[src/hdl/ascr_pkg.sv]
// ----------------------------------------------------------------------------
// ascr_pkg
// Shared types and constants for the auxiliary system control registers.
// ----------------------------------------------------------------------------
package ascr_pkg;

    // Item kinds carried on the input tuser
    typedef enum logic [1:0] {
        OP_READ   = 2'd0,
        OP_WRITE  = 2'd1,
        OP_PFAIL  = 2'd2,
        OP_SRESET = 2'd3
    } t_opcode;

    // Register regions
    localparam logic [2:0] RGN_CONFIG  = 3'd0;
    localparam logic [2:0] RGN_DIAG    = 3'd1;
    localparam logic [2:0] RGN_MODEM   = 3'd2;
    localparam logic [2:0] RGN_LEDS    = 3'd3;
    localparam logic [2:0] RGN_SYSCTRL = 3'd4;
    localparam logic [2:0] RGN_AUX1    = 3'd5;
    localparam logic [2:0] RGN_AUX2    = 3'd6;

    // Register bit masks
    localparam logic [7:0] AUX1_TC         = 8'h02;
    localparam logic [7:0] AUX2_PWR_DOWN   = 8'h01;
    localparam logic [7:0] AUX2_FAIL_CLR   = 8'h02;
    localparam logic [7:0] AUX2_FAIL_FLAG  = 8'h20;
    localparam logic [7:0] CFG_FAIL_IRQ_EN = 8'h08;
    localparam logic [7:0] SYSCTL_RST_REQ  = 8'h01;
    localparam logic [1:0] SYSCTL_RST_FLAG = 2'h2;

    // Packed stream widths
    localparam int IN_TDATA_W  = 40;
    localparam int OUT_TDATA_W = 24;

    // One request item
    typedef struct packed {
        t_opcode     opcode;
        logic [2:0]  region;
        logic [1:0]  offset;
        logic [31:0] write_data;
        logic        pfail_level;
    } t_req;

    // One result item
    typedef struct packed {
        logic [15:0] read_data;
        logic        interrupt_level;
        logic        floppy_tc_pulse;
        logic        shutdown_request;
        logic        reset_request;
    } t_rsp;

endpackage

[src/hdl/ascr_in_stage.sv]
// ----------------------------------------------------------------------------
// ascr_in_stage
// Input register: captures one request transfer and holds it until the
// register file consumes it.
// ----------------------------------------------------------------------------
module ascr_in_stage import ascr_pkg::*; (
    input  logic i_clk,
    input  logic i_rst_n,
    input  logic i_valid,
    output logic o_ready,
    input  t_req i_req,
    input  logic i_advance,   // held request moves on this cycle
    output logic o_valid,
    output t_req o_req
);

    logic r_valid;
    t_req r_req;

    assign o_ready = !r_valid || i_advance;
    assign o_valid = r_valid;
    assign o_req   = r_req;

    // Valid flag
    always_ff @(posedge i_clk) begin
        if (!i_rst_n) begin
            r_valid <= 1'b0;
        end else if (o_ready) begin
            r_valid <= i_valid;
        end
    end

    // Payload, no reset
    always_ff @(posedge i_clk) begin
        if (o_ready && i_valid) begin
            r_req <= i_req;
        end
    end

endmodule

[src/hdl/ascr_regfile.sv]
// ----------------------------------------------------------------------------
// ascr_regfile
// Register state and the single-pass update/read logic for one request.
// State is committed when the request moves into the result register.
// ----------------------------------------------------------------------------
module ascr_regfile import ascr_pkg::*; (
    input  logic i_clk,
    input  logic i_rst_n,
    input  logic i_fire,
    input  t_req i_req,
    output t_rsp o_rsp
);

    logic [7:0]  r_config, n_config;
    logic [7:0]  r_diag, n_diag;
    logic [7:0]  r_modem, n_modem;
    logic [7:0]  r_aux1, n_aux1;
    logic [7:0]  r_aux2, n_aux2;
    logic [1:0]  r_sysstat, n_sysstat;
    logic [15:0] r_leds, n_leds;

    logic        wr_en;
    logic [7:0]  wbyte;
    logic [7:0]  aux2_wr;
    logic [15:0] rd_val;

    assign wr_en = (i_req.opcode == OP_WRITE) && (i_req.offset == 2'd0);
    assign wbyte = i_req.write_data[7:0];

    // Aux2 write value: take power-off and keep the latched fail flag; a set clear bit drops the fail flag
    always_comb begin
        aux2_wr = (wbyte & (AUX2_FAIL_CLR | AUX2_PWR_DOWN)) | (r_aux2 & AUX2_FAIL_FLAG);
        if ((aux2_wr & AUX2_FAIL_CLR) != 8'h00) begin
            aux2_wr = aux2_wr & AUX2_PWR_DOWN;
        end
    end

    // Read mux, current state
    always_comb begin
        unique case (i_req.region)
            RGN_CONFIG:  rd_val = {8'h00, r_config};
            RGN_DIAG:    rd_val = {8'h00, r_diag};
            RGN_MODEM:   rd_val = {8'h00, r_modem};
            RGN_LEDS:    rd_val = r_leds;
            RGN_SYSCTRL: rd_val = {14'h0000, r_sysstat};
            RGN_AUX1:    rd_val = {8'h00, r_aux1};
            RGN_AUX2:    rd_val = {8'h00, r_aux2};
            default:     rd_val = 16'h0000;
        endcase
    end

    // Next state and side-effect strobes
    always_comb begin
        n_config  = r_config;
        n_diag    = r_diag;
        n_modem   = r_modem;
        n_aux1    = r_aux1;
        n_aux2    = r_aux2;
        n_sysstat = r_sysstat;
        n_leds    = r_leds;
        o_rsp     = '0;

        unique case (i_req.opcode)
            OP_READ: begin
                if (i_req.offset == 2'd0) begin
                    o_rsp.read_data = rd_val;
                end
            end
            OP_WRITE: begin
                if (wr_en) begin
                    unique case (i_req.region)
                        RGN_CONFIG: n_config = wbyte;
                        RGN_DIAG:   n_diag   = wbyte;
                        RGN_MODEM:  n_modem  = wbyte;
                        RGN_LEDS:   n_leds   = i_req.write_data[15:0];
                        RGN_SYSCTRL: begin
                            if ((wbyte & SYSCTL_RST_REQ) != 8'h00) begin
                                n_sysstat           = SYSCTL_RST_FLAG;
                                o_rsp.reset_request = 1'b1;
                            end
                        end
                        RGN_AUX1: begin
                            o_rsp.floppy_tc_pulse = (wbyte & AUX1_TC) != 8'h00;
                            n_aux1                = wbyte & ~AUX1_TC;
                        end
                        RGN_AUX2: begin
                            n_aux2                 = aux2_wr;
                            o_rsp.shutdown_request = (aux2_wr & AUX2_PWR_DOWN) != 8'h00;
                        end
                        default: begin
                        end
                    endcase
                end
            end
            OP_PFAIL: begin
                if (i_req.pfail_level && ((r_config & CFG_FAIL_IRQ_EN) != 8'h00)) begin
                    n_aux2 = r_aux2 | AUX2_FAIL_FLAG;
                end else begin
                    n_aux2 = r_aux2 & ~AUX2_FAIL_FLAG;
                end
            end
            OP_SRESET: begin
                n_config = 8'h00;
                n_aux1   = 8'h00;
                n_aux2   = 8'h00;
                n_modem  = 8'h00;
            end
            default: begin
            end
        endcase

        // Interrupt level after this item
        o_rsp.interrupt_level = ((n_aux2 & AUX2_FAIL_FLAG) != 8'h00)
                              && ((n_config & CFG_FAIL_IRQ_EN) != 8'h00);
    end

    // State registers
    always_ff @(posedge i_clk) begin
        if (!i_rst_n) begin
            r_config  <= 8'h00;
            r_diag    <= 8'h00;
            r_modem   <= 8'h00;
            r_aux1    <= 8'h00;
            r_aux2    <= 8'h00;
            r_sysstat <= 2'h0;
            r_leds    <= 16'h0000;
        end else if (i_fire) begin
            r_config  <= n_config;
            r_diag    <= n_diag;
            r_modem   <= n_modem;
            r_aux1    <= n_aux1;
            r_aux2    <= n_aux2;
            r_sysstat <= n_sysstat;
            r_leds    <= n_leds;
        end
    end

endmodule

[src/hdl/ascr_out_stage.sv]
// ----------------------------------------------------------------------------
// ascr_out_stage
// Result register: holds one result until the receiver takes the transfer.
// ----------------------------------------------------------------------------
module ascr_out_stage import ascr_pkg::*; (
    input  logic i_clk,
    input  logic i_rst_n,
    input  logic i_valid,
    output logic o_ready,
    input  t_rsp i_rsp,
    output logic o_valid,
    input  logic i_ready,
    output t_rsp o_rsp
);

    logic r_valid;
    t_rsp r_rsp;

    assign o_ready = !r_valid || i_ready;
    assign o_valid = r_valid;
    assign o_rsp   = r_rsp;

    // Valid flag
    always_ff @(posedge i_clk) begin
        if (!i_rst_n) begin
            r_valid <= 1'b0;
        end else if (o_ready) begin
            r_valid <= i_valid;
        end
    end

    // Payload, no reset
    always_ff @(posedge i_clk) begin
        if (o_ready && i_valid) begin
            r_rsp <= i_rsp;
        end
    end

endmodule

[src/hdl/aux_system_control_registers.sv]
// ----------------------------------------------------------------------------
// aux_system_control_registers
// Auxiliary system registers with power-fail interrupt, stream interface.
// ----------------------------------------------------------------------------
// Usage:
//   Requests arrive on the s_axis channel: tuser carries the kind (read,
//   write, power-fail level change, soft reset), tdata the register select,
//   offset, write data and power-fail level. Every request gives exactly one
//   result on m_axis: read data, interrupt level and the three strobes
//   (floppy terminal count, shutdown request, reset request).
//   An accepted request goes through the input register and then the
//   result register to reach m_axis. The register update and read are
//   one pass of logic between the two.
//   Throughput is one request per cycle; s_axis_tready stays high while the
//   result register can move on.
//   When the receiver holds m_axis_tready low the result is held, the input
//   register fills, and s_axis_tready drops after that; no result is lost.
//   Reset (i_rst_n low, synchronous) empties both stages and clears every
//   register. Soft reset requests clear config, modem, aux1 and aux2 only.
// ----------------------------------------------------------------------------
module aux_system_control_registers import ascr_pkg::*; (
    input  logic                   i_clk,
    input  logic                   i_rst_n,
    input  logic                   s_axis_tvalid,
    output logic                   s_axis_tready,
    // [2:0] region, [4:3] offset, [36:5] write_data, [37] pfail_level
    input  logic [IN_TDATA_W-1:0]  s_axis_tdata,
    // [1:0] opcode
    input  logic [1:0]             s_axis_tuser,
    output logic                   m_axis_tvalid,
    input  logic                   m_axis_tready,
    // [15:0] read_data, [16] interrupt_level, [17] floppy_tc_pulse,
    // [18] shutdown_request, [19] reset_request
    output logic [OUT_TDATA_W-1:0] m_axis_tdata
);

    t_req in_req;
    t_req held_req;
    t_rsp calc_rsp;
    t_rsp out_rsp;
    logic held_valid;
    logic out_ready;
    logic fire;

    // Unpack request fields
    assign in_req.opcode      = t_opcode'(s_axis_tuser);
    assign in_req.region      = s_axis_tdata[2:0];
    assign in_req.offset      = s_axis_tdata[4:3];
    assign in_req.write_data  = s_axis_tdata[36:5];
    assign in_req.pfail_level = s_axis_tdata[37];

    assign fire = held_valid && out_ready;

    ascr_in_stage u_in (
        .i_clk     (i_clk),
        .i_rst_n   (i_rst_n),
        .i_valid   (s_axis_tvalid),
        .o_ready   (s_axis_tready),
        .i_req     (in_req),
        .i_advance (out_ready),
        .o_valid   (held_valid),
        .o_req     (held_req)
    );

    ascr_regfile u_regs (
        .i_clk   (i_clk),
        .i_rst_n (i_rst_n),
        .i_fire  (fire),
        .i_req   (held_req),
        .o_rsp   (calc_rsp)
    );

    ascr_out_stage u_out (
        .i_clk   (i_clk),
        .i_rst_n (i_rst_n),
        .i_valid (held_valid),
        .o_ready (out_ready),
        .i_rsp   (calc_rsp),
        .o_valid (m_axis_tvalid),
        .i_ready (m_axis_tready),
        .o_rsp   (out_rsp)
    );

    // Pack result fields
    assign m_axis_tdata = {4'h0, out_rsp.reset_request, out_rsp.shutdown_request,
                           out_rsp.floppy_tc_pulse, out_rsp.interrupt_level,
                           out_rsp.read_data};

endmodule

[config.mk]
export PLATFORM = sky130hd
export DESIGN_NAME = aux_system_control_registers
export DESIGN_NICKNAME = d
export VERILOG_FILES = /design/src/hdl/ascr_pkg.sv /design/src/hdl/ascr_in_stage.sv /design/src/hdl/ascr_regfile.sv /design/src/hdl/ascr_out_stage.sv /design/src/hdl/aux_system_control_registers.sv
export SDC_FILE = /design/constraint.sdc
export NUM_CORES = 1
export LEC_CHECK = 0
export BUFFER_PORTS_ARGS = -buffer_cell sky130_fd_sc_hd__buf_2
export CORE_MARGIN = 2
export CORE_UTILIZATION = 30
export CTS_CLUSTER_SIZE = 40
export DETAILED_ROUTE_END_ITERATION = 8
export GPL_ROUTABILITY_DRIVEN = 0
export GPL_TIMING_DRIVEN = 0
export REMOVE_ABC_BUFFERS = 1
export SLEW_MARGIN = 15
export SYNTH_ARGS = -nofsm -noshare
export SYNTH_HDL_FRONTEND = slang
export SYNTH_SLANG_ARGS = --single-unit
[constraint.sdc]
create_clock -name i_clk -period 1.6 [get_ports i_clk]
set_input_delay 0.16 -clock i_clk [delete_from_list [all_inputs] [get_ports i_clk]]
set_output_delay 0.16 -clock i_clk [all_outputs]
set_load 0.02 [all_outputs]
Yosys cells after proc, flatten, opt, wreduce, memory -nomap -nowiden

Cells that the tools add are included.

Equality and inequality tests: 14
Reduce and logical (&&, ||, !) cells: 24
Mux-type cells: 16
Bitwise operators: 2

Operator list:

| cell                                                  | number |
|---|---|
| one-hot mux 16 bit (7 select lines)                   | 1 |
| 2-to-1 mux 8 bit                                      | 8 |
| one-hot mux 8 bit (2 select lines)                    | 3 |
| one-hot mux 8 bit (3 select lines)                    | 1 |
| AND reduction 4 bit                                   | 5 |
| 2-to-1 mux 6 bit                                      | 2 |
| AND reduction 5 bit                                   | 2 |
| equality test 3 bit, second input constant            | 3 |
| AND reduction 3 bit                                   | 3 |
| inequality test 2 bit, second input constant          | 4 |
| equality test 3 x 2 -> 1 bit, second input constant   | 2 |
| bitwise OR 2 x 6 -> 6 bit                             | 1 |
| logical AND 1 bit                                     | 5 |
| equality test 2 bit, second input constant            | 2 |
| logical NOT 2 bit                                     | 2 |
| equality test 3 x 1 -> 1 bit, second input constant   | 1 |
| logical NOT 3 bit                                     | 1 |
| equality test 2 x 1 -> 1 bit, second input constant   | 1 |
| logical NOT 1 bit                                     | 2 |
| logical OR 1 bit                                      | 2 |
| inequality test 2 x 1 -> 1 bit, second input constant | 1 |
| AND reduction 2 bit                                   | 1 |
| nonzero test 2 bit                                    | 1 |
| 2-to-1 mux 1 bit                                      | 1 |
| inverter 1 bit                                        | 1 |

Word-level logic and storage cells: 77
Register bits after elaboration: 103
Input bits: 46
Output and inout port bits: 26

Depth between registers and ports, before layout

Gate-level depths: netlist (run 1).

Depth in word-level cells: 6
Gate-level depth with buffers: 6
Mapped depth without buffers: 4

Modules after synthesis

A second synthesis (run 1) with hierarchy kept.

Cell total of the unflattened synthesis: 328
Area total of the unflattened synthesis: 4495.6 µm²

Modules (own cells, without submodules):

| module                       | seq. area each (µm²) | times used | cells each | area each (µm²) |
|---|---|---|---|---|
| ascr_regfile                 | 1001.0               | 1          | 252        | 2538.7 |
| ascr_in_stage                | 1221.2               | 1          | 45         | 1258.7 |
| ascr_out_stage               | 620.6                | 1          | 25         | 658.1 |
| aux_system_control_registers | 0.0                  | 1          | 6          | 40.0 |

Worst setup path before layout (run 1)

Ideal clock, no wire load.

Path kind: reg-to-reg
Start point: register u_out.r_valid, in the netlist u_out.o_valid
End point: register u_in.r_req (netlist bit u_in.o_req[0]) (enable)
Arrival time: 1.415 ns
Library setup time: 0.383 ns
Path buffers: 0
Data required time: 1.217 ns
Stages on the path, launching flop included: 4
Period minus slack after synthesis: 1.798 ns
Slack: -0.198 ns
Path through: dfxtp_1 > nor2b_1 > nand2_1 > and2_1

Cells in the longest elaborated chain, start to end: 4

RTL lines:

| element                  | line                               | source |
|---|---|---|
| start: declaration       | ascr_out_stage.sv:16               | `logic r_valid;` |
| start signal: assignment | ascr_out_stage.sv:28               | `r_valid <= i_valid;` |
| logical NOT 1 bit        | ascr_out_stage.sv:19               | `assign o_ready = !r_valid \|\| i_ready;` |
| logical OR 1 bit         | ascr_out_stage.sv:19               |  |
| logical OR 1 bit         | ascr_in_stage.sv:20                | `assign o_ready = !r_valid \|\| i_advance;` |
| net s_axis_tready        | aux_system_control_registers.sv:25 | `output logic s_axis_tready,` |
| logical AND 1 bit        | ascr_in_stage.sv:35                | `if (o_ready && i_valid) begin` |
| end signal: assignment   | ascr_in_stage.sv:36                | `r_req <= i_req;` |
| end: declaration         | ascr_in_stage.sv:18                | `t_req r_req;` |

The timed path passes the listed nets, and every way through them passes these cells.
A chain may end at the register's enable or synchronous reset.

Worst setup path in the final report (run 1)

Start point: register u_in.r_req (netlist bit u_in.o_req[39])
End point: register u_regs.r_diag[7]

Cells in the longest elaborated chain, start to end: 3

RTL lines:

| element                         | line                                   | source |
|---|---|---|
| equality test 2 x 1 -> 1 bit *  | ascr_regfile.sv:27, ascr_regfile.sv:63 |  |
| logical AND 1 bit               | ascr_regfile.sv:27                     | `assign wr_en = (i_req.opcode == OP_WRITE) && (i_req.offset == 2'd0);` |
| AND reduction 4 bit (no line) * | --                                     |  |
| end signal: assignment          | ascr_regfile.sv:129                    | `r_diag <= n_diag;` |
| end: declaration                | ascr_regfile.sv:15                     | `logic [7:0] r_diag, n_diag;` |

Every way passes the cells marked *; elsewhere a longest branch is shown, timed or not.

==> results of run 1 <==
## sequential cells by signal (all words and copies together), names as in the netlist
signal and count:
u_in.o_req 24, u_in.o_valid 1, u_out.o_rsp 20, u_out.o_valid 1, u_regs.r_aux1 7, u_regs.r_aux2 2, u_regs.r_config 8, u_regs.r_diag 8
u_regs.r_leds 16, u_regs.r_modem 8, u_regs.r_sysstat 1
## logic make-up after synthesis
kind of cell | Yosys count
compound gates | 91
buf+inv | 25
flops | 96
mux | 8
other cells | 1
simple gates | 107
## synthesized netlist by cell type (all sizes together), types with 2 or more instances
master and count:
a22o 21, nand2 24, a22oi 13, nand2b 2, dfxtp 52, nor4b 2
nor2 9, nand4b 3, nand4 2, o211a 2, a21oi 5, buf 19
o21ai 34, o22ai 5, nand3 30, and3 2, mux4 2, o21a 2
clkbuf 5, nor2b 5, and2 19, edfxtp 44, nor3 2, a31oi 3
mux2 6, a21boi 3
## where the power goes
group | internal (mW) | total [mW] | switching [mW]
Sequential | 2.63 | 2.68 | 0.0472
Combinational | 0.207 | 0.476 | 0.269
Clock | 1.38 | 2.26 | 0.876
Total | 4.22 | 5.41 | 1.19
## worst paths after layout
kind / to / slack [ps] / cells after the start
setup / recovery: u_regs.r_diag[7]$_SDFFE_PN0P_ / -100 / 8
setup reg to reg: u_regs.r_diag[7]$_SDFFE_PN0P_ / -100 / 8
hold reg to reg: u_regs.r_leds[12]$_SDFFE_PN0P_ / 460 / 2
hold / removal: u_in.o_valid$_SDFFE_PN0N_ / 80 / 3
## worst register-to-register path, stage by stage, from the launching register on
cell and delay (ps):
edfxtp_1 410, buf_6 160, nor4b_4 260, buf_4 190
buf_12 100, nand4_4 130, clkbuf_16 210, nand3_2 70
o21ai_1 70
## layer usage
layer  up-vias  GRT usage, %
met1      1512          17.0
met5         -             0
met4         0          7.00
li1       1440             -
met3        19          3.11
met2       101          22.7
## through the flow
| stage | cells | area (µm²) | TNS (ps) | power (mW) |
|---|---|---|---|---|
| 2_1_floorplan | 307 | 3740 | -16030 | 2.88 |
| 3_3_place_gp | 528 | 4200 | -60760 | 3.01 |
| 3_5_place_dp | 529 | 4210 | -53250 | 3.01 |
| 4_1_cts | 599 | 5140 | -1990 | 5.37 |
| 5_1_grt | 612 | 5550 | -6530 | 5.57 |
| 6_report | 612 | 5550 | -3640 | 5.41 |
## final cells by class
type	count	area share, %
clock buffers	14	5.12
clock inverters	2	0.632
inverters	1	0.0677
multi-input cells	211	30.7
flip-flops and latches	96	42.6
well taps	172	3.88
repair buffers	116	17.0
## layout by cell type, fill, tap and decap left out, types with 4 or more instances in the layout
cell	n
buf_2	48
and2_4	6
buf_12	4
a22o_1	21
clkbuf_16	11
nand2_1	24
mux2_4	5
o21ai_2	6
nand3_1	15
dfxtp_1	51
nor2_1	5
conb_1	4
o21ai_1	22
edfxtp_1	44
a22oi_1	5
buf_4	27
dlygate4sd3_1	24
a22oi_2	8
buf_6	10
clkbuf_8	4
nand3_2	15
and2_1	13
## repair_timing
item | in CTS | in global routing
pin swaps | 9 | 37
hold endpoints to repair | 24 | 0
endpoints found under the setup margin | 114 | 90
cloned | 0 | 4
setup buffers | 30 | 9
hold buffers | 24 | 0
gates resized for setup | 30 | 65
==> summary.md, run 1 <==
| Metric | Value |
|---|---|
| Peak Freq | `587 MHz` |
| DP HPWL | `5630 µm` |
| Min-delay worst type | `input pin to flip-flop` |
| Synth area leader | `edfxtp_1` |
| Setup crit start kind | `flip-flop` |
| YS warnings | `0` |
| Vias | `3,072` |
| Adder-cell share of the synthesized area | `0%` |
| Crit-path max FO | `8` |
| DRT iter0 DRCs | `221` |
| P_leak | `2.08 nW` |
| # diodes | `0` |
| Largest family of logic cells by synthesized area | `simple AND/OR/NAND/NOR gates` |
| Worst vdd ir | `0.418 mV` |
| Max Used Layer | `met4` |
| Share of cells above drive strength 1 | `40.7%` |
| Avg Cell Area, Syn | `11.8 µm²` |
| Met1 WL | `4340 µm` |
| Routed Antenna Nets | `0` |
| Crit Reg-Reg Startpoint | `u_in.o_req[39]$_DFFE_PP_` |
| Aggregate global routing overflow | `0` |
| Max_cap viols | `0` |
| FP Rows | `41` |
| Post-synthesis cell count | `328` |
| Dpl ws | `-905 ps` |
| Max Slew Vio Count | `0` |
| Final core occ | `44.1%` |
| Clk_lat worst skew | `350 ps` |
| Number of CTS-inserted buffers | `9` |
| Initial Utilization | `30.7%` |
| Area occupied by multi-input gates | `1700 µm²` |
| Filler instances | `1,132` |
| Final period utilization | `107%` |
| CP Cell Sequence | `buf_6, nor4b_4, buf_4, buf_12, nand4_4, clkbuf_16, nand3_2, o21ai_1` |
| Critical Path RT | `1830 ps` |
| Netlist cell types | `47` |
| Max-Slew Margin vs Limit | `59.5%` |
| Synthesized flop and latch total | `96` |
| Complex-gate fraction of the synthesized area | `15.9%` |
| Hold_sp | `s_axis_tvalid` |
| Clock Path Buffers | `2` |
| Worst setup EP type | `flip-flop` |
| H-tree Lvls | `3` |
| Final nets | `481` |
| Largest net degree at the start of global routing | `52` |
| Asr flop ratio synth | `0%` |
| Number of hold violations in the final report | `0` |
| Global-route wire length before repair | `14,900 µm` |
| Slew @ Worst Pin | `608 ps` |
| Initial antenna violation count | `0` |
| Failing checks | `negative setup slack` |
| Crit path max-delay family | `buffers and inverters` |
| Signal arrival time at the worst endpoint | `1940 ps` |
| Synth Cell Area | `3860 µm²` |
| Area delta synth->final | `43.8%` |
| TritonCTS clock tree | `done` |
| Worst-path clk slew | `60 ps` |
| Prevailing post-synth register cell | `dfxtp_1` |
| Met2 wire length | `5340 µm` |
| DR vias/cell | `5.02` |
| Top cell type's share of synthesized area | `34.3%` |
| Max stage delay on crit path | `410 ps` |
| EDFF count, synth | `44` |
| Final WS setup | `-104 ps` |
| IO buf count | `49` |
| Seq. cell area | `2360 µm²` |
| P per Cell Area | `976 nW/µm²` |
| Post-Synth Simple-Gate Area | `16.4%` |
| Chip height | `117 µm` |
| Sequential fraction of the synthesis area | `61.3%` |
| I/O pin count | `72` |
| Die width | `117 µm` |
| Status | `finished, violations left` |
| Hold slack | `78.4 ps` |
| Number of global-route vias before repair | `2,968` |
| Die area | `13,800 µm²` |
| Mux contribution to synthesized area | `2.92%` |
| Routed wl met3 | `537 µm` |
| Xor/xnor cell area share of the yosys netlist | `0%` |
| Final setup viols | `59` |
| Top post-synthesis cells by area | `edfxtp_1, dfxtp_1, a22o_1` |
| CP max stage cell | `edfxtp_1` |
| Clock skew | `6.93 ps` |
| Core Box Area | `12,600 µm²` |
| WP buf/inv | `4` |
| Total Routing Usage GR | `13.8%` |
| Residual DRC count | `0` |
| Unrepaired setup endpoints after global routing | `true` |
| CTS root buf | `clkbuf_16` |
| Wire per inst | `17.0 µm` |
| Critical path type | `flip-flop to flip-flop` |
| Tmin final | `1700 ps` |
| DRT Wirelength | `10,400 µm` |
| CTS sink count | `96` |
| Critical Path Source | `u_in.o_req[39]$_DFFE_PP_` |
| Drt first pass iters | `5` |
No activity file was read; power rests on OpenSTA's default activity.
==> run 2, diff against run 1 <==
Settings changed: SYNTH_HIERARCHICAL from default to 1.
==> summary.md, run 2 <==
| Metric | Value |
|---|---|
| Status | `finished, violations left` |
| Failing checks | `negative setup slack` |
| Clk_lat worst skew | `340 ps (about the same)` |
| FP Rows | `42 (+2.4%)` |
| Dpl ws | `-949 ps (-44.2 ps)` |
| TritonCTS clock tree | `done` |
| Die area | `14,300 µm² (+4.0%)` |
| DRT iter0 DRCs | `230 (+4.1%)` |
| Total Routing Usage GR | `14.0% (+0.16 points)` |
| P per Cell Area | `959 nW/µm² (-1.6%)` |
| Crit Reg-Reg Startpoint | `u_in/o_req[39]$_DFFE_PP_` |
| Layout Cells excl Fill | `608 (-0.65%)` |
| Max Slew Vio Count | `0 (unchanged)` |
| CTS sink count | `96 (unchanged)` |
| Clock skew | `13.6 ps (+6.65 ps)` |
| Critical Path RT | `1830 ps (about the same)` |
| CP Cell Sequence | `or3_1, or2_1, o32ai_1` |
| Number of CTS-inserted buffers | `9 (unchanged)` |
| Final setup viols | `30 (-49%)` |
| IO buf count | `49 (unchanged)` |
| Hold slack | `7.59 ps (-70.8 ps)` |
| Crit-path max FO | `8 (unchanged)` |
| Initial Utilization | `30.6% (-0.12 points)` |
| Drt first pass iters | `4 (-1)` |
| Hold Path End | `u_in/o_req[10]$_DFFE_PP_` |
| Max-Slew Margin vs Limit | `63.9% (+4.4 points)` |
| Largest net degree at the start of global routing | `46 (-12%)` |
| H-tree Lvls | `3 (unchanged)` |
| Critical path type | `flip-flop to flip-flop` |
| Hold_sp | `s_axis_tdata[14]` |
| Residual DRC count | `0 (unchanged)` |
| DRT Wirelength | `9820 µm (-5.9%)` |
| Largest register FFs | `24 (unchanged)` |
| Final nets | `473 (-1.7%)` |
| Critical Path Source | `u_in/o_req[39]$_DFFE_PP_` |
| DP HPWL | `5660 µm (+0.44%)` |
| Chip height | `120 µm (+2.0%)` |
| Unrepaired setup endpoints after global routing | `true` |
| CTS root buf | `clkbuf_16` |
| Signal arrival time at the worst endpoint | `1900 ps (-40 ps)` |
| Area delta synth->final | `38.4%` |
| Crit Reg-Reg Endpoint | `u_regs/r_leds[0]$_SDFFE_PN0P_` |
| Synth Cell Area | `4020 µm² (+4.1%)` |
| Tmin final | `1670 ps (-31.4 ps)` |
| DR vias/cell | `4.78 (-4.7%)` |
| Worst setup EP type | `flip-flop` |
| R2R setup slack | `-70 ps (+30 ps)` |
| Initial antenna violation count | `0 (unchanged)` |
| Setup crit start kind | `flip-flop` |
| Power after layout | `5.33 mW (-1.4%)` |
| Final period utilization | `105% (-2.0 points)` |
| Global-route wire length before repair | `15,400 µm (+2.8%)` |
| CP max stage cell | `edfxtp_1` |
| Die width | `120 µm (+2.0%)` |
| Most frequent cells in the layout | `dfxtp_1, buf_2, edfxtp_1` |
| Leading cell type in the layout, fill and taps excluded | `dfxtp_1` |
| P_leak | `2.08 nW (-0.14%)` |
| Min-delay worst type | `input pin to flip-flop` |
| Hold Path Stages | `1 (-2)` |
| Max stage delay on crit path | `510 ps (+100 ps)` |
| Number of hold violations in the final report | `0 (unchanged)` |
| Wire per inst | `16.1 µm (-5.2%)` |
| Core Box Area | `13,100 µm² (+4.5%)` |
| Share of cells above drive strength 1 | `37.5% (-3.2 points)` |
| Worst-path clk slew | `70 ps (about the same)` |
| Dpl cells | `522 (-1.3%)` |
| Peak Freq | `598 MHz (+1.9%)` |
| Vias | `2,909 (-5.3%)` |
| YS warnings | `6 (+6)` |
| Clock Path Buffers | `2 (unchanged)` |
| Number of global-route vias before repair | `2,963 (-0.17%)` |
| Avg Cell Area, Syn | `12.9 µm² (+9.5%)` |
| Final core occ | `42.3% (-1.8 points)` |
| Final WS setup | `-72.6 ps (+31.4 ps)` |
| Slew @ Worst Pin | `540 ps (-67.2 ps)` |
| Worst vdd ir | `0.580 mV (+39%)` |
| Aggregate global routing overflow | `0 (unchanged)` |
| I/O pin count | `72 (unchanged)` |
| # diodes | `0 (unchanged)` |
| Routed Antenna Nets | `0 (unchanged)` |
| Reg2Reg Depth | `3 (-5)` |
| Filler instances | `1,199 (+5.9%)` |
| Post-synthesis cell count | `312 (-4.9%)` |
| Max_cap viols | `0 (unchanged)` |
run 2: report_power, final:
group | internal [mW] | switching [mW] | total [mW]
clock network | 1.22 | 0.926 | 2.15
logic | 0.242 | 0.263 | 0.506
registers | 2.63 | 0.0463 | 2.68
total | 4.10 | 1.24 | 5.33
run 2: worst max-delay path by stage:
stage                                          to  slack [ps]  cells past startpoint
CTS                 u_regs/r_diag[1]$_SDFFE_PN0P_         -40                      4
floorplan           u_regs/r_diag[1]$_SDFFE_PN0P_       -1090                      3
global route        u_regs/r_diag[1]$_SDFFE_PN0P_        -130                      6
finish              u_regs/r_leds[0]$_SDFFE_PN0P_         -70                      3
detailed placement  u_regs/r_leds[5]$_SDFFE_PN0P_        -950                      4
global placement    u_regs/r_diag[2]$_SDFFE_PN0P_       -2150                      3
run 2: area by class of cell:
| type | instances | area [µm²] | area share [%] |
|---|---|---|---|
| flip-flops and latches | 96 | 2360 | 42.5 |
| multi-input cells | 195 | 1700 | 30.6 |
| repair buffers | 121 | 963 | 17.3 |
| clock buffers | 10 | 229 | 4.12 |
| well taps | 176 | 220 | 3.96 |
| clock inverters | 6 | 66.3 | 1.19 |
| inverters | 4 | 15.0 | 0.270 |
run 2: layer usage:
layer | vias to the layer above | track usage [%] | wire length, µm
met1 | 1410 | 17.4 | 4190
li1 | 1383 | - | -
met3 | 24 | 3.47 | 553
met4 | 0 | 6.32 | 239
met5 | - | 0 | 0
met2 | 92 | 23.0 | 4830
run 2: timing repair:
action | CTS | global route
gates resized for setup | 26 | 25
pin swaps | 12 | 9
endpoints found under the setup margin | 68 | 65
endpoints found under the hold margin | 23 | 0
gates cloned | 0 | 1
hold buffers | 23 | 0
buffers inserted | 36 | 10
run 2: critical path, delay by kind of cell (launching register included):
kind / cells / cell delay [ps]
compound gates: 1 / 310
flops: 1 / 510
simple gates: 2 / 740
run 2: per-stage QoR:
stage	cell area, µm²	TNS, ps
after floorplan	3890	-25380
after global placement	4350	-67270
after detailed placement	4390	-40850
after CTS	5330	-280
after global routing	5560	-3900
final	5560	-828
==> run 3, diff against run 2 <==
Settings changed: REMOVE_ABC_BUFFERS 1 to default, SLEW_MARGIN 15 to default.
==> summary.md, run 3 (synthesis results as in run 2) <==
| Metric | Value |
|---|---|
| Slew @ Worst Pin | `613 ps (+72.7 ps)` |
| GRT met2 Usage | `22.8% (-0.18 points)` |
| Internal power | `4.38 mW (+6.9%)` |
| Tmin final | `1680 ps (+9.11 ps)` |
| Core Box Area | `13,100 µm² (unchanged)` |
| CP max stage cell | `or4_4` |
| Vias | `2,913 (+0.14%)` |
| Reg2Reg Depth | `4 (+1)` |
| Dpl ws | `-344 ps (+605 ps)` |
| Filler instances | `1,253 (+4.5%)` |
| DRT iter0 DRCs | `88 (-62%)` |
| Max stage delay on crit path | `600 ps (+90 ps)` |
| Met3 usage | `4.42% (+0.95 points)` |
| Residual DRC count | `0 (unchanged)` |
| IO buf count | `49 (unchanged)` |
| Hold_sp | `s_axis_tvalid` |
| Most frequent cells in the layout | `buf_2, dfxtp_1, edfxtp_1` |
| Die width | `120 µm (unchanged)` |
| Worst vdd ir | `0.575 mV (-0.87%)` |
| H-tree Lvls | `3 (unchanged)` |
| Critical path type | `flip-flop to flip-flop` |
| Hold Path Stages | `3 (+2)` |
| Global-route wire length before repair | `15,200 µm (-1.3%)` |
| Signal arrival time at the worst endpoint | `1850 ps (-50 ps)` |
| Failing checks | `negative setup slack` |
| Initial antenna violation count | `0 (unchanged)` |
| Crit-path max FO | `6 (-2)` |
| Wire per inst | `15.9 µm (-1.6%)` |
| Final nets | `469 (-0.85%)` |
| Share of cells above drive strength 1 | `37.6% (+0.12 points)` |
| Critical Path RT | `1770 ps (-60 ps)` |
| Largest register FFs | `24 (unchanged)` |
| Sw frac | `21.8% (-1.4 points)` |
| Final setup viols | `22 (-27%)` |
| CP Depth | `4 (+1)` |
| Crit Reg-Reg Startpoint | `u_in/o_req[38]$_DFFE_PP_` |
| Number of hold violations in the final report | `0 (unchanged)` |
| Max-Slew Margin vs Limit | `59.1% (-4.8 points)` |
| Die area | `14,300 µm² (unchanged)` |
| Worst setup EP type | `flip-flop` |
| # diodes | `0 (unchanged)` |
| CTS root buf | `clkbuf_16` |
| FP Rows | `42 (unchanged)` |
| Clock skew | `5.23 ps (-8.35 ps)` |
| Chip height | `120 µm (unchanged)` |
| Peak Freq | `595 MHz (-0.54%)` |
| Total Routing Usage GR | `13.8% (-0.21 points)` |
| Flop pwr share | `47.9% (-2.3 points)` |
| Grt peak-use layer | `met2` |
| Met1 usage | `16.9% (-0.44 points)` |
| Setup crit start kind | `flip-flop` |
| P_leak | `2.04 nW (-1.7%)` |
| Routed Antenna Nets | `0 (unchanged)` |
| Max_cap viols | `0 (unchanged)` |
| Sw Pwr | `1.22 mW (-1.4%)` |
| Number of global-route vias before repair | `2,968 (+0.17%)` |
| Number of CTS-inserted buffers | `9 (unchanged)` |
| Drt first pass iters | `4 (unchanged)` |
| Share of power burned in the clock network | `43.8% (+3.5 points)` |
| TritonCTS clock tree | `done` |
| WP buf/inv | `2 (+2)` |
| Unrepaired setup endpoints after global routing | `true` |
| Comb power frac | `8.3% (-1.2 points)` |
| Min-delay worst type | `input pin to flip-flop` |
| Final WS setup | `-81.7 ps (-9.11 ps)` |
| Worst-path clk slew | `60 ps (about the same)` |
| DP HPWL | `6240 µm (+10%)` |
| Largest net degree at the start of global routing | `25 (-46%)` |
| Aggregate global routing overflow | `0 (unchanged)` |
| P per Cell Area | `1010 nW/µm² (+5.2%)` |
| DR vias/cell | `4.82 (+0.80%)` |
| Hold Path End | `u_in/o_valid$_SDFFE_PN0P_` |
| TNS Setup | `-788 ps (+39.4 ps)` |
| Final period utilization | `105% (+0.57 points)` |
| CP Cell Sequence | `buf_6, or4_4, buf_4, a211oi_4` |
| Hold slack | `54.2 ps (+46.6 ps)` |
| Area delta synth->final | `38.0%` |
| I/O pin count | `72 (unchanged)` |
| Initial Utilization | `30.6% (unchanged)` |
| Critical Path Source | `u_in/o_req[38]$_DFFE_PP_` |
| DRT Wirelength | `9600 µm (-2.2%)` |
| Clk_lat worst skew | `350 ps (about the same)` |
| Crit Reg-Reg Endpoint | `u_out/o_rsp[4]$_DFFE_PP_` |
| Crit path max-delay family | `simple AND/OR/NAND/NOR gates` |
| Status | `finished, violations left` |
| Max Slew Vio Count | `0 (unchanged)` |
| R2R setup slack | `-80 ps (about the same)` |
| Dpl cells | `540 (+3.4%)` |
| Layout Cells excl Fill | `604 (-0.66%)` |
| CTS sink count | `96 (unchanged)` |
| Clock Path Buffers | `2 (unchanged)` |
## run 3: cell count changes in the layout (fill, tap and decap cells not counted), sizes merged
| cell | change |
|---|---|
| buf | -9 |
| clkbuf | +4 |
| bufinv | +2 |
| inv | -2 |
| dlygate4sd3 | +1 |
## run 3: final cells by class
cell class                      count  area, µm²  share of cell area [%]
Multi-Input combinational cell    195       1750                    31.5
Tap cell                          176        220                    3.97
Timing Repair Buffer               97        684                    12.4
Clock inverter                      6        115                    2.08
Sequential cell                    96       2370                    42.7
Inverter                            4       15.0                   0.271
Clock buffer                       10        229                    4.13
Buffer                             20        165                    2.98
## run 3: worst max-delay path by stage
stage	endpoint	slack, ps
2_1_floorplan	u_regs/r_leds[7]$_SDFFE_PN0P_	-30
3_3_place_gp	u_regs/r_leds[10]$_SDFFE_PN0P_	-240
3_5_place_dp	u_regs/r_leds[8]$_SDFFE_PN0P_	-340
4_1_cts	u_regs/r_config[5]$_SDFFE_PN0P_	-140
5_1_grt	u_out/o_rsp[12]$_DFFE_PP_	-120
6_report	u_out/o_rsp[4]$_DFFE_PP_	-80
## run 3: routing by layer
layer,up-vias,share of wire [%]
met1,1438,43
met2,85,49
met5,-,0
met4,0,1.4
met3,12,6.3
li1,1378,-
## run 3: repair_timing
action                     CTS  global route
hold endpoints to repair    24             0
pin swaps                   12            12
setup endpoints to repair   65            55
gates resized for setup     27            34
cloned                       0             1
setup buffers               11            12
hold buffers                24             0
## run 3: stage by stage
step / power [mW] / area [µm²] / util, %
6_report: 5.60 / 5540 / 42.2
5_1_grt: 5.78 / 5540 / 42.2
4_1_cts: 5.60 / 5280 / 40.2
3_5_place_dp: 3.07 / 4500 / 34.2
3_3_place_gp: 3.06 / 4500 / 34.2
2_1_floorplan: 2.94 / 4030 / -
## run 3: power by group through the flow
stage / Clock, mW / Combinational [mW] / Sequential [mW]
6_report: 2.45 / 0.465 / 2.68
5_1_grt: 2.60 / 0.497 / 2.68
4_1_cts: 2.50 / 0.424 / 2.68
3_5_place_dp: 0 / 0.335 / 2.73
3_3_place_gp: 0 / 0.330 / 2.73
2_1_floorplan: 0 / 0.197 / 2.75
## run 3: worst register-to-register path, stage by stage (launching register included)
cell	delay (ps)
edfxtp_1	410
buf_6	160
or4_4	600
buf_4	180
a211oi_4	170
